$ cat src/hdl/gsp_pkg.sv
// Grid scan path generator package: widths, codes, shared types and the
// geometry and path-start functions. No dependencies.
`default_nettype none

package gsp_pkg;

    localparam int MAX_DIM    = 256;
    localparam int CRD_W      = $clog2(MAX_DIM) + 2;
    localparam int CNT_W      = $clog2(MAX_DIM) + 1;
    localparam int DIM_W      = 9;
    localparam int OFF_W      = 8;
    localparam int OUT_W      = 9;
    localparam int MODE_W     = 2;
    localparam int CFG_IDX_W  = 3;
    localparam int CFG_DATA_W = 9;

    typedef logic signed [CRD_W-1:0] t_crd;
    typedef logic [CNT_W-1:0]        t_cnt;

    localparam t_crd CRD_ONE = t_crd'(1);
    localparam t_crd CRD_TWO = t_crd'(2);
    localparam t_cnt CNT_ONE = t_cnt'(1);

    typedef enum logic [MODE_W-1:0] {
        MODE_ROW    = 2'd0,
        MODE_SPIRAL = 2'd1,
        MODE_STRIP  = 2'd2,
        MODE_HYBRID = 2'd3
    } t_mode;

    localparam logic [CFG_IDX_W-1:0] CFG_GRID_WIDTH  = 3'd0;
    localparam logic [CFG_IDX_W-1:0] CFG_GRID_HEIGHT = 3'd1;
    localparam logic [CFG_IDX_W-1:0] CFG_PATH_MODE   = 3'd2;
    localparam logic [CFG_IDX_W-1:0] CFG_X_OFFSET    = 3'd3;
    localparam logic [CFG_IDX_W-1:0] CFG_Y_OFFSET    = 3'd4;

    localparam logic [DIM_W-1:0] RST_GRID_WIDTH  = 9'd8;
    localparam logic [DIM_W-1:0] RST_GRID_HEIGHT = 9'd8;
    localparam t_mode            RST_PATH_MODE   = MODE_ROW;
    localparam logic [OFF_W-1:0] RST_OFFSET      = 8'd0;

    typedef enum logic [5:0] {
        PH_ROW   = 6'b000001,
        PH_COL   = 6'b000010,
        PH_STRIP = 6'b000100,
        PH_SPX   = 6'b001000,
        PH_SPY   = 6'b010000,
        PH_FINAL = 6'b100000
    } t_phase;

    typedef struct packed {
        t_crd   pos_x;
        t_crd   pos_y;
        t_crd   seg_end;
        t_phase phase;
        logic   neg;
        t_cnt   corner;
        logic   done;
    } t_walk;

    typedef struct packed {
        t_crd w;
        t_crd h;
        t_crd sn;
        t_crd sp;
        t_crd sox;
        t_crd soy;
        t_crd qn;
        t_crd qp;
        t_crd m;
        t_crd strip_top;
        logic has_strip;
        logic row_mode;
        logic spiral_after;
    } t_geom;

    typedef struct packed {
        t_geom            geom;
        t_walk            start;
        t_walk            spiral;
        logic [OFF_W-1:0] x_off;
        logic [OFF_W-1:0] y_off;
        logic             restart;
    } t_cfg;

    typedef struct packed {
        logic [OUT_W-1:0] coord_x;
        logic [OUT_W-1:0] coord_y;
        logic             last_point;
    } t_res;

    function automatic t_crd f_eff_dim(logic [DIM_W-1:0] v);
        t_crd d;
        d = t_crd'(v);
        if (v == '0) begin
            d = CRD_ONE;
        end else if (d > t_crd'(MAX_DIM)) begin
            d = t_crd'(MAX_DIM);
        end
        return d;
    endfunction

    function automatic t_crd f_min(t_crd a, t_crd b);
        return (a < b) ? a : b;
    endfunction

    function automatic t_geom f_geom(logic [DIM_W-1:0] w, logic [DIM_W-1:0] h, t_mode mode);
        t_geom g;
        t_crd  s;
        g.w            = f_eff_dim(w);
        g.h            = f_eff_dim(h);
        s              = f_min(g.w, g.h);
        g.qn           = g.w;
        g.qp           = g.h;
        g.sn           = g.w;
        g.sp           = g.h;
        g.sox          = '0;
        g.soy          = '0;
        g.has_strip    = (mode == MODE_STRIP);
        g.row_mode     = (mode == MODE_ROW);
        g.spiral_after = (mode == MODE_HYBRID);
        if (mode == MODE_HYBRID) begin
            g.qn        = s;
            g.qp        = s;
            g.has_strip = (g.w != g.h);
            if (g.w < g.h) begin
                g.sp  = g.h - s;
                g.soy = s;
            end else begin
                g.sn  = g.w - s;
                g.sox = s;
            end
        end
        g.m         = f_min(g.qn, g.qp);
        g.strip_top = g.soy + g.sp - CRD_ONE;
        return g;
    endfunction

    function automatic t_walk f_spiral(t_geom g);
        t_walk p;
        p.pos_x  = '0;
        p.pos_y  = '0;
        p.neg    = 1'b0;
        p.corner = '0;
        p.done   = 1'b0;
        if (g.qn > CRD_ONE) begin
            p.seg_end = g.qn - CRD_TWO;
            p.phase   = PH_SPX;
        end else if (g.qp > CRD_ONE) begin
            p.seg_end = g.qp - CRD_TWO;
            p.phase   = PH_SPY;
        end else begin
            p.seg_end = '0;
            p.neg     = 1'b1;
            p.corner  = CNT_ONE;
            p.phase   = PH_FINAL;
        end
        return p;
    endfunction

    function automatic t_walk f_start(t_geom g);
        t_walk p;
        p        = f_spiral(g);
        if (g.row_mode) begin
            p.pos_x   = '0;
            p.pos_y   = g.h - CRD_ONE;
            p.seg_end = g.w - CRD_ONE;
            p.phase   = PH_ROW;
            p.neg     = 1'b0;
            p.corner  = '0;
        end else if (g.has_strip) begin
            p.pos_x  = g.sox + g.sn - CRD_ONE;
            p.neg    = 1'b0;
            p.corner = '0;
            if (g.sn[0]) begin
                p.pos_y   = g.soy;
                p.seg_end = g.strip_top;
                p.phase   = PH_COL;
            end else begin
                p.pos_y   = g.strip_top;
                p.seg_end = g.sox + g.sn - CRD_TWO;
                p.phase   = PH_STRIP;
            end
        end
        return p;
    endfunction

endpackage

`default_nettype wire

$ cat src/hdl/gsp_cfg.sv
// Configuration registers with registered path geometry and start points.
// Depends on gsp_pkg.
`default_nettype none

module gsp_cfg (
    input  wire                              i_clk,
    input  wire                              i_rst_n,
    input  wire                              i_cfg_valid,
    input  wire [gsp_pkg::CFG_IDX_W-1:0]     i_cfg_index,
    input  wire [gsp_pkg::CFG_DATA_W-1:0]    i_cfg_data,
    output gsp_pkg::t_cfg                    o_cfg
);
    import gsp_pkg::*;

    logic [DIM_W-1:0] r_width,  n_width;
    logic [DIM_W-1:0] r_height, n_height;
    t_mode            r_mode,   n_mode;
    logic [OFF_W-1:0] r_x_off,  n_x_off;
    logic [OFF_W-1:0] r_y_off,  n_y_off;
    t_geom            r_geom,   n_geom;
    t_walk            r_start;
    t_walk            r_spiral;
    logic             restart;

    always_comb begin
        n_width  = r_width;
        n_height = r_height;
        n_mode   = r_mode;
        n_x_off  = r_x_off;
        n_y_off  = r_y_off;
        restart  = 1'b0;
        if (!i_rst_n) begin
            n_width  = RST_GRID_WIDTH;
            n_height = RST_GRID_HEIGHT;
            n_mode   = RST_PATH_MODE;
            n_x_off  = RST_OFFSET;
            n_y_off  = RST_OFFSET;
        end else if (i_cfg_valid) begin
            unique case (i_cfg_index)
                CFG_GRID_WIDTH: begin
                    n_width = i_cfg_data[DIM_W-1:0];
                    restart = 1'b1;
                end
                CFG_GRID_HEIGHT: begin
                    n_height = i_cfg_data[DIM_W-1:0];
                    restart  = 1'b1;
                end
                CFG_PATH_MODE: begin
                    n_mode  = t_mode'(i_cfg_data[MODE_W-1:0]);
                    restart = 1'b1;
                end
                CFG_X_OFFSET: n_x_off = i_cfg_data[OFF_W-1:0];
                CFG_Y_OFFSET: n_y_off = i_cfg_data[OFF_W-1:0];
                default: ;
            endcase
        end
        n_geom = f_geom(n_width, n_height, n_mode);
    end

    always_ff @(posedge i_clk) begin
        r_width  <= n_width;
        r_height <= n_height;
        r_mode   <= n_mode;
        r_x_off  <= n_x_off;
        r_y_off  <= n_y_off;
        r_geom   <= n_geom;
        r_start  <= f_start(n_geom);
        r_spiral <= f_spiral(n_geom);
    end

    assign o_cfg = '{
        geom:    r_geom,
        start:   r_start,
        spiral:  r_spiral,
        x_off:   r_x_off,
        y_off:   r_y_off,
        restart: restart
    };

endmodule

`default_nettype wire

$ cat src/hdl/gsp_walk.sv
// Path state and combinational step to the next point; emits one result per
// advancing transfer. Depends on gsp_pkg.
`default_nettype none

module gsp_walk (
    input  wire                  i_clk,
    input  wire                  i_rst_n,
    input  wire                  i_accept,
    input  wire                  i_advance,
    input  wire                  i_restart,
    input  wire gsp_pkg::t_cfg   i_cfg,
    output logic                 o_push,
    output gsp_pkg::t_res        o_res
);
    import gsp_pkg::*;

    t_walk r_walk, n_walk;
    logic  r_pending;
    t_walk cur, nxt;
    t_geom g;
    logic  ok;
    logic  along_y;
    t_crd  c, c_step, dir;
    t_crd  sp_len, sp_end;
    t_crd  turn_x, turn_y, turn_run, turn_end;
    t_cnt  ci1;

    always_comb begin
        g        = i_cfg.geom;
        cur      = (r_pending || i_restart) ? i_cfg.start : r_walk;
        nxt      = cur;
        ok       = 1'b1;
        along_y  = (cur.phase == PH_COL) || (cur.phase == PH_SPY);
        c        = along_y ? cur.pos_y : cur.pos_x;
        c_step   = (c < cur.seg_end) ? c + CRD_ONE : c - CRD_ONE;
        dir      = cur.neg ? -CRD_ONE : CRD_ONE;
        ci1      = cur.corner + CNT_ONE;
        sp_len   = g.qp - t_crd'(cur.corner) - CRD_ONE;
        sp_end   = cur.neg ? cur.pos_y - (sp_len - CRD_ONE) : cur.pos_y + (sp_len - CRD_ONE);
        turn_x   = (cur.phase == PH_SPX) ? cur.pos_x + dir : cur.pos_x;
        turn_y   = (cur.phase == PH_SPX) ? cur.pos_y : cur.pos_y + dir;
        turn_run = g.qn - t_crd'(ci1) - CRD_ONE;
        turn_end = cur.neg ? turn_x + turn_run : turn_x - turn_run;

        if (cur.phase == PH_FINAL) begin
            ok = 1'b0;
        end else if (c != cur.seg_end) begin
            if (along_y) begin
                nxt.pos_y = c_step;
            end else begin
                nxt.pos_x = c_step;
            end
        end else begin
            unique case (cur.phase)
                PH_ROW: begin
                    nxt.corner = ci1;
                    if (t_crd'(ci1) >= g.h) begin
                        ok = 1'b0;
                    end else begin
                        nxt.pos_y = g.h - CRD_ONE - t_crd'(ci1);
                        if (ci1[0]) begin
                            nxt.pos_x   = g.w - CRD_ONE;
                            nxt.seg_end = '0;
                        end else begin
                            nxt.pos_x   = '0;
                            nxt.seg_end = g.w - CRD_ONE;
                        end
                    end
                end
                PH_COL, PH_STRIP: begin
                    if (cur.phase == PH_STRIP && cur.pos_y > g.soy) begin
                        nxt.pos_y = cur.pos_y - CRD_ONE;
                        nxt.pos_x = cur.seg_end + CRD_ONE;
                    end else if (cur.pos_x - g.sox >= CRD_TWO) begin
                        nxt.pos_x   = cur.pos_x - CRD_ONE;
                        nxt.pos_y   = g.strip_top;
                        nxt.seg_end = cur.pos_x - CRD_TWO;
                        nxt.phase   = PH_STRIP;
                    end else if (g.spiral_after) begin
                        nxt = i_cfg.spiral;
                    end else begin
                        ok = 1'b0;
                    end
                end
                PH_SPX, PH_SPY: begin
                    if (cur.phase == PH_SPX && sp_len > t_crd'(0)) begin
                        nxt.pos_x   = cur.pos_x + dir;
                        nxt.seg_end = sp_end;
                        nxt.phase   = PH_SPY;
                    end else begin
                        nxt.neg    = ~cur.neg;
                        nxt.corner = ci1;
                        nxt.pos_x  = turn_x;
                        nxt.pos_y  = turn_y;
                        if (t_crd'(ci1) >= g.m) begin
                            nxt.phase = PH_FINAL;
                        end else begin
                            nxt.seg_end = turn_end;
                            nxt.phase   = PH_SPX;
                        end
                    end
                end
                default: ok = 1'b0;
            endcase
        end

        n_walk = cur;
        if (i_advance && !cur.done) begin
            if (ok) begin
                n_walk = nxt;
            end else begin
                n_walk.done = 1'b1;
            end
        end
    end

    always_ff @(posedge i_clk) begin
        if (!i_rst_n) begin
            r_pending <= 1'b1;
        end else if (i_cfg.restart) begin
            r_pending <= 1'b1;
        end else if (i_accept) begin
            r_pending <= 1'b0;
        end
    end

    always_ff @(posedge i_clk) begin
        if (i_accept) begin
            r_walk <= n_walk;
        end
    end

    assign o_push           = i_accept && i_advance;
    assign o_res.coord_x    = cur.pos_x[OUT_W-1:0] + OUT_W'(i_cfg.x_off);
    assign o_res.coord_y    = cur.pos_y[OUT_W-1:0] + OUT_W'(i_cfg.y_off);
    assign o_res.last_point = cur.done || !ok;

endmodule

`default_nettype wire

$ cat src/hdl/gsp_skid.sv
// Result register with a skid stage that takes one more result while a
// result waits, and raises o_full once the skid stage holds a result. Depends on gsp_pkg.
`default_nettype none

module gsp_skid (
    input  wire                  i_clk,
    input  wire                  i_rst_n,
    input  wire                  i_push,
    input  wire gsp_pkg::t_res   i_res,
    input  wire                  i_stall,
    output logic                 o_valid,
    output gsp_pkg::t_res        o_res,
    output logic                 o_full
);
    import gsp_pkg::*;

    logic r_main_valid;
    logic r_skid_valid;
    t_res r_main;
    t_res r_skid;
    logic drain;

    assign drain = !r_main_valid || !i_stall;

    always_ff @(posedge i_clk) begin
        if (!i_rst_n) begin
            r_main_valid <= 1'b0;
            r_skid_valid <= 1'b0;
        end else if (drain) begin
            r_main_valid <= r_skid_valid || i_push;
            r_skid_valid <= 1'b0;
        end else if (i_push) begin
            r_skid_valid <= 1'b1;
        end
    end

    always_ff @(posedge i_clk) begin
        if (drain) begin
            r_main <= r_skid_valid ? r_skid : i_res;
        end else if (i_push) begin
            r_skid <= i_res;
        end
    end

    assign o_valid = r_main_valid;
    assign o_res   = r_main;
    assign o_full  = r_skid_valid;

endmodule

`default_nettype wire

$ cat src/hdl/grid_scan_path_generator.sv
// A result is registered in the result stage, or in the skid stage while the output stalls.
// Throughput: one transfer per cycle while o_stall is low; the path step is one combinational pass
// from the state register to the result register, backed by a skid stage.
// Reset: registers return to an 8x8 row serpentine with zero offsets and the
// path restarts at its first point; the result and skid stages empty.
// Top level: ties the configuration, path walker and result stage together.
`default_nettype none

module grid_scan_path_generator (
    input  wire                              i_clk,
    input  wire                              i_rst_n,
    input  wire                              i_valid,
    output logic                             o_stall,
    input  wire                              i_advance,
    input  wire                              i_restart,
    output logic                             o_valid,
    input  wire                              i_stall,
    output logic [gsp_pkg::OUT_W-1:0]        o_coord_x,
    output logic [gsp_pkg::OUT_W-1:0]        o_coord_y,
    output logic                             o_last_point,
    input  wire                              i_cfg_valid,
    output logic                             o_cfg_ready,
    input  wire [gsp_pkg::CFG_IDX_W-1:0]     i_cfg_index,
    input  wire [gsp_pkg::CFG_DATA_W-1:0]    i_cfg_data
);
    import gsp_pkg::*;

    t_cfg cfg;
    t_res walk_res;
    t_res out_res;
    logic push;
    logic full;
    logic accept;

    assign o_cfg_ready = 1'b1;
    assign o_stall     = full;
    assign accept      = i_valid && !full;

    gsp_cfg u_cfg (
        .i_clk       (i_clk),
        .i_rst_n     (i_rst_n),
        .i_cfg_valid (i_cfg_valid),
        .i_cfg_index (i_cfg_index),
        .i_cfg_data  (i_cfg_data),
        .o_cfg       (cfg)
    );

    gsp_walk u_walk (
        .i_clk     (i_clk),
        .i_rst_n   (i_rst_n),
        .i_accept  (accept),
        .i_advance (i_advance),
        .i_restart (i_restart),
        .i_cfg     (cfg),
        .o_push    (push),
        .o_res     (walk_res)
    );

    gsp_skid u_skid (
        .i_clk   (i_clk),
        .i_rst_n (i_rst_n),
        .i_push  (push),
        .i_res   (walk_res),
        .i_stall (i_stall),
        .o_valid (o_valid),
        .o_res   (out_res),
        .o_full  (full)
    );

    assign o_coord_x    = out_res.coord_x;
    assign o_coord_y    = out_res.coord_y;
    assign o_last_point = out_res.last_point;

endmodule

`default_nettype wire

$ cat config.mk
export PLATFORM = sky130hd
export DESIGN_NAME = grid_scan_path_generator
export DESIGN_NICKNAME = d
export VERILOG_FILES = /design/src/hdl/gsp_pkg.sv /design/src/hdl/gsp_cfg.sv /design/src/hdl/gsp_walk.sv /design/src/hdl/gsp_skid.sv /design/src/hdl/grid_scan_path_generator.sv
export SDC_FILE = /design/constraint.sdc
export NUM_CORES = 1
export LEC_CHECK = 0
export BUFFER_PORTS_ARGS = -buffer_cell sky130_fd_sc_hd__buf_2
export CAP_MARGIN = 10
export CORE_MARGIN = 10
export CORE_UTILIZATION = 35
export CTS_CLUSTER_DIAMETER = 80
export DETAILED_ROUTE_END_ITERATION = 8
export PLACE_DENSITY = 0.51
export RECOVER_POWER = 25
export SKIP_LAST_GASP = 1
export SLEW_MARGIN = 20
export SYNTH_ARGS = -nofsm -noshare
export SYNTH_HDL_FRONTEND = slang
export SYNTH_SLANG_ARGS = --single-unit
export TNS_END_PERCENT = 50
$ cat constraint.sdc
create_clock -name i_clk -period 13.7 [get_ports i_clk]
set_clock_uncertainty 0.2 [all_clocks]
set_input_delay 3.425 -clock i_clk [delete_from_list [all_inputs] [get_ports i_clk]]
set_output_delay 3.425 -clock i_clk [all_outputs]
set_load 0.01 [all_outputs]
==> qor.csv <==
stage,metric,value,unit
outcome,status,finished with violations,
outcome,violations,"max-capacitance violations, max-slew violations",
timing,rsz0062_at_grt,false,
timing,drv_slew,50,
cts,cts.sinks,246,
pwr,power.leakage,9.400,nW
synthesis,async_reset_ff_share,0,%
routing,dr.pass1.iters,7,
finish,n_antenna_cell,0,
synthesis,synth_enable_flop_cells,85,
synthesis,synthCells,2429,
cts,cts_tree,yes,
routing,drt_iter0_drc,1955,
floorplan,core_region_area,0.05650,mm^2
timing,tightest_slew,3530,ps
worst_setup_path,cp.arrival,11610,ps
pwr,pwr_density_cell,104.3,mW/mm^2
floorplan,start_util,35.43,%
timing,setup-tns-final,0,ps
routing,vias_per_cell,5.706,
cts,cts_setup_buffers,0,
worst_setup_path,path_class,in -> reg,
global_routing,use_met1,33.66,%
synthesis,synth_top_area_share,16.10,%
global_routing,grt_max_degree,50,
synthesis,syn-num-nets,2667,
routing,route.detailed.drc,0,
global_routing,grt.total_usage,23.83,%
cts,numCtsBuffers,30,
synthesis,seq_area_frac_synth,28.85,%
synthesis,ys_ff_latch,246,
worst_setup_path,crit_path_end_kind,register,
cts,cts_htree_levels,1,
synthesis,synth_top_area_cell,dfxtp_1,
global_routing,grt_antenna_before_repair,0,
global_routing,grtUsageMet3,2.614,%
synthesis,synth_area_per_cell,8.241,um^2
cts,clkTransAtPathRegs,60,ps
routing,routedWlPerCell,25.26,um
global_routing,grt_first_pass_wirelength,120.4,mm
synthesis,ys.flop_type,dfxtp_1,
worst_setup_path,cp.required,13960,ps
cts,post_cts_resized,0,
synthesis,syn_area,0.02002,mm^2
routing,drtAntennaViolNets,0,
synthesis,ys_types,104,
worst_setup_path,start_kind,primary input,
worst_setup_path,crit_top_cell,nor2_1,
job,drv_cap,1,
floorplan,num_rows,87,
cts,worstSkewPairLatency,580,ps
synthesis,synth_area_leaders,"dfxtp_1 (16%), ha_1 (13%), edfxtp_1 (13%), xnor2_1 (6.6%), a21oi_1 (6.1%)",
cts,clock_path_buffers,3,
timing,fmax,88.06,MHz
finish,nets,2713,
pwr,ir_worst_vdd,0.00009576,V
min_path,hold_class,reg -> reg,
placed_design,routabilityCongestion,0.9707,
placed_design,dp_hpwl,66.55,mm
floorplan,die_area,0.06716,mm^2
timing,fin_crit_sh,82.89,%
floorplan,dieHeight,259.1,um
worst_setup_path,max_stage_delay,870,ps
timing,final-hold-violation-count,0,
worst_setup_path,path_max_fanout,25,
global_routing,grt-busiest-layer,met2,
floorplan,ios,41,
synthesis,yosys_warnings,0,
routing,wl,82.21,mm
global_routing,grt_pass1_vias,17770,
timing,slew_headroom,-135.3,%
timing,finalCriticalPeriod,11360,ps
placed_design,port_buffers,39,
global_routing,use_met2,36.35,%
routing,routed-via-count,18573,
worst_setup_path,critPathSlowestCell,clkbuf_1,
finish,syn_to_final_growth,11.28,%
timing,fin_hold_ws,270.6,ps
cts,ctsRootBufferMaster,clkbuf_16,
timing,setup_viol,0,
floorplan,die_x,259.1,um
global_routing,globalRouteOverflowTotal,0,
finish,drive_gt1_share,8.924,%
cts,hold_buffers,0,
-- critical path: cells and delay by family --
kind            cells  cell delay, ps
compound gates      9            1720
fa+ha+maj           4            1570
xor+xnor            2             390
buf+inv             5            1930
simple gates       13            2560
-- Yosys cell counts, drive strengths merged (20+ instances only) --
master  count
a211oi     23
a21o       49
a21oi     244
buf        27
clkbuf     56
dfxtp     161
edfxtp     85
ha        204
inv       191
mux2       27
mux2i      58
nand2     248
nand2b     20
nand3      45
nor2      211
nor2b      24
nor3       69
nor4       21
o21ai     136
o21bai     33
o22ai      34
xnor2     152
xor2       54
-- where the power goes --
group          leakage, nW  total [mW]  internal, mW  switching (mW)
registers             2.16       0.819         0.798          0.0216
logic                 6.74       0.696         0.245           0.451
clock network        0.504       0.808         0.471           0.337
-- cell usage in the layout (no fill, tap or decap), types with 9 or more instances in the layout --
cell | synthesis | layout
o21ai_0 | 120 | 119
a21oi_1 | 242 | 241
nand2b_1 | 20 | 20
a22oi_1 | 15 | 15
a211oi_1 | 23 | 22
or3_1 | 13 | 13
a221oi_1 | 10 | 10
fa_1 | 15 | 15
and3_1 | 9 | 9
buf_2 | 14 | 36
or2_2 | 12 | 12
o31ai_1 | 12 | 12
nand4_1 | 12 | 12
nor4_1 | 20 | 19
o21bai_1 | 33 | 33
o22ai_1 | 32 | 32
xnor2_1 | 151 | 151
o21ai_1 | 12 | 12
mux2_2 | 24 | 24
buf_4 | 3 | 57
nor3_1 | 65 | 65
o221ai_1 | 13 | 13
ha_1 | 204 | 204
dfxtp_1 | 161 | 161
a21o_1 | 49 | 49
nor2b_1 | 24 | 24
clkbuf_1 | 56 | 10
nand3_1 | 44 | 44
a31oi_1 | 16 | 16
o21a_1 | 14 | 14
edfxtp_1 | 85 | 85
inv_1 | 186 | 186
xor2_1 | 53 | 53
nand2_1 | 246 | 246
nor2_1 | 209 | 209
mux2i_1 | 58 | 58
clkbuf_16 | 0 | 32
-- path summary, 6_finish.rpt --
| path | cells past startpoint | startpoint | slack [ps] | end |
|---|---|---|---|---|
| min reg2reg | 2 | u_cfg.r_x_off[3]$_SDFFE_PN0P_ | 270 | u_cfg.r_x_off[3]$_SDFFE_PN0P_ |
| min | 2 | u_cfg.r_x_off[3]$_SDFFE_PN0P_ | 270 | u_cfg.r_x_off[3]$_SDFFE_PN0P_ |
| max | 33 | i_rst_n | 2340 | u_cfg.o_cfg[88]$_DFF_P_ |
| max reg2reg | 32 | u_cfg.r_height[3]$_DFF_P_ | 5730 | u_cfg.o_cfg[88]$_DFF_P_ |
-- per-layer routing --
layer	share of wire, %	vias up
met4	4.3	0
met2	43	780
met3	6.9	161
met1	45	8887
met5	0	-
li1	-	8745
-- sequential cells by signal, summed over array words and instances, names as in the netlist, 8 cells and up --
| name | flops |
|---|---|
| u_cfg.o_cfg | 124 |
| u_cfg.r_height | 8 |
| u_cfg.r_width | 8 |
| u_cfg.r_x_off | 8 |
| u_cfg.r_y_off | 8 |
| u_skid.o_res | 19 |
| u_skid.r_skid | 19 |
| u_walk.r_walk | 47 |
-- cell type report --
type | instances | area [um^2]
Timing Repair Buffer | 98 | 626.9
Sequential cell | 246 | 5776
Clock buffer | 42 | 879.6
Multi-Input combinational cell | 1903 | 13180
Tap cell | 756 | 945.9
Inverter | 196 | 735.7
Clock inverter | 14 | 127.6
Fill cell | 5756 | 34220
-- logic make-up (layout without fill, tap and decap cells) --
family,Yosys count,after routing,synth area share [%]
buf+inv,280,350,5.457
mux,85,85,4.438
xor+xnor,206,206,9.145
simple gates,724,724,16.86
other cells,2,2,0.03752
fa+ha+maj,220,220,14.31
compound gates,666,666,20.90
flops,246,246,28.85
-- metrics by stage --
stage	util, %	worst slack, ps	power [mW]	area, um^2	std cells
2_1_floorplan	-	3089	1.278	20020	2429
3_3_place_gp	37.67	2305	1.508	21280	3199
3_5_place_dp	37.69	2137	1.513	21290	3199
4_1_cts	39.47	2722	2.328	22300	3255
5_1_grt	39.43	1391	2.426	22280	3255
6_report	39.43	2344	2.324	22280	3255
No activity file was read; power rests on OpenSTA's default activity.
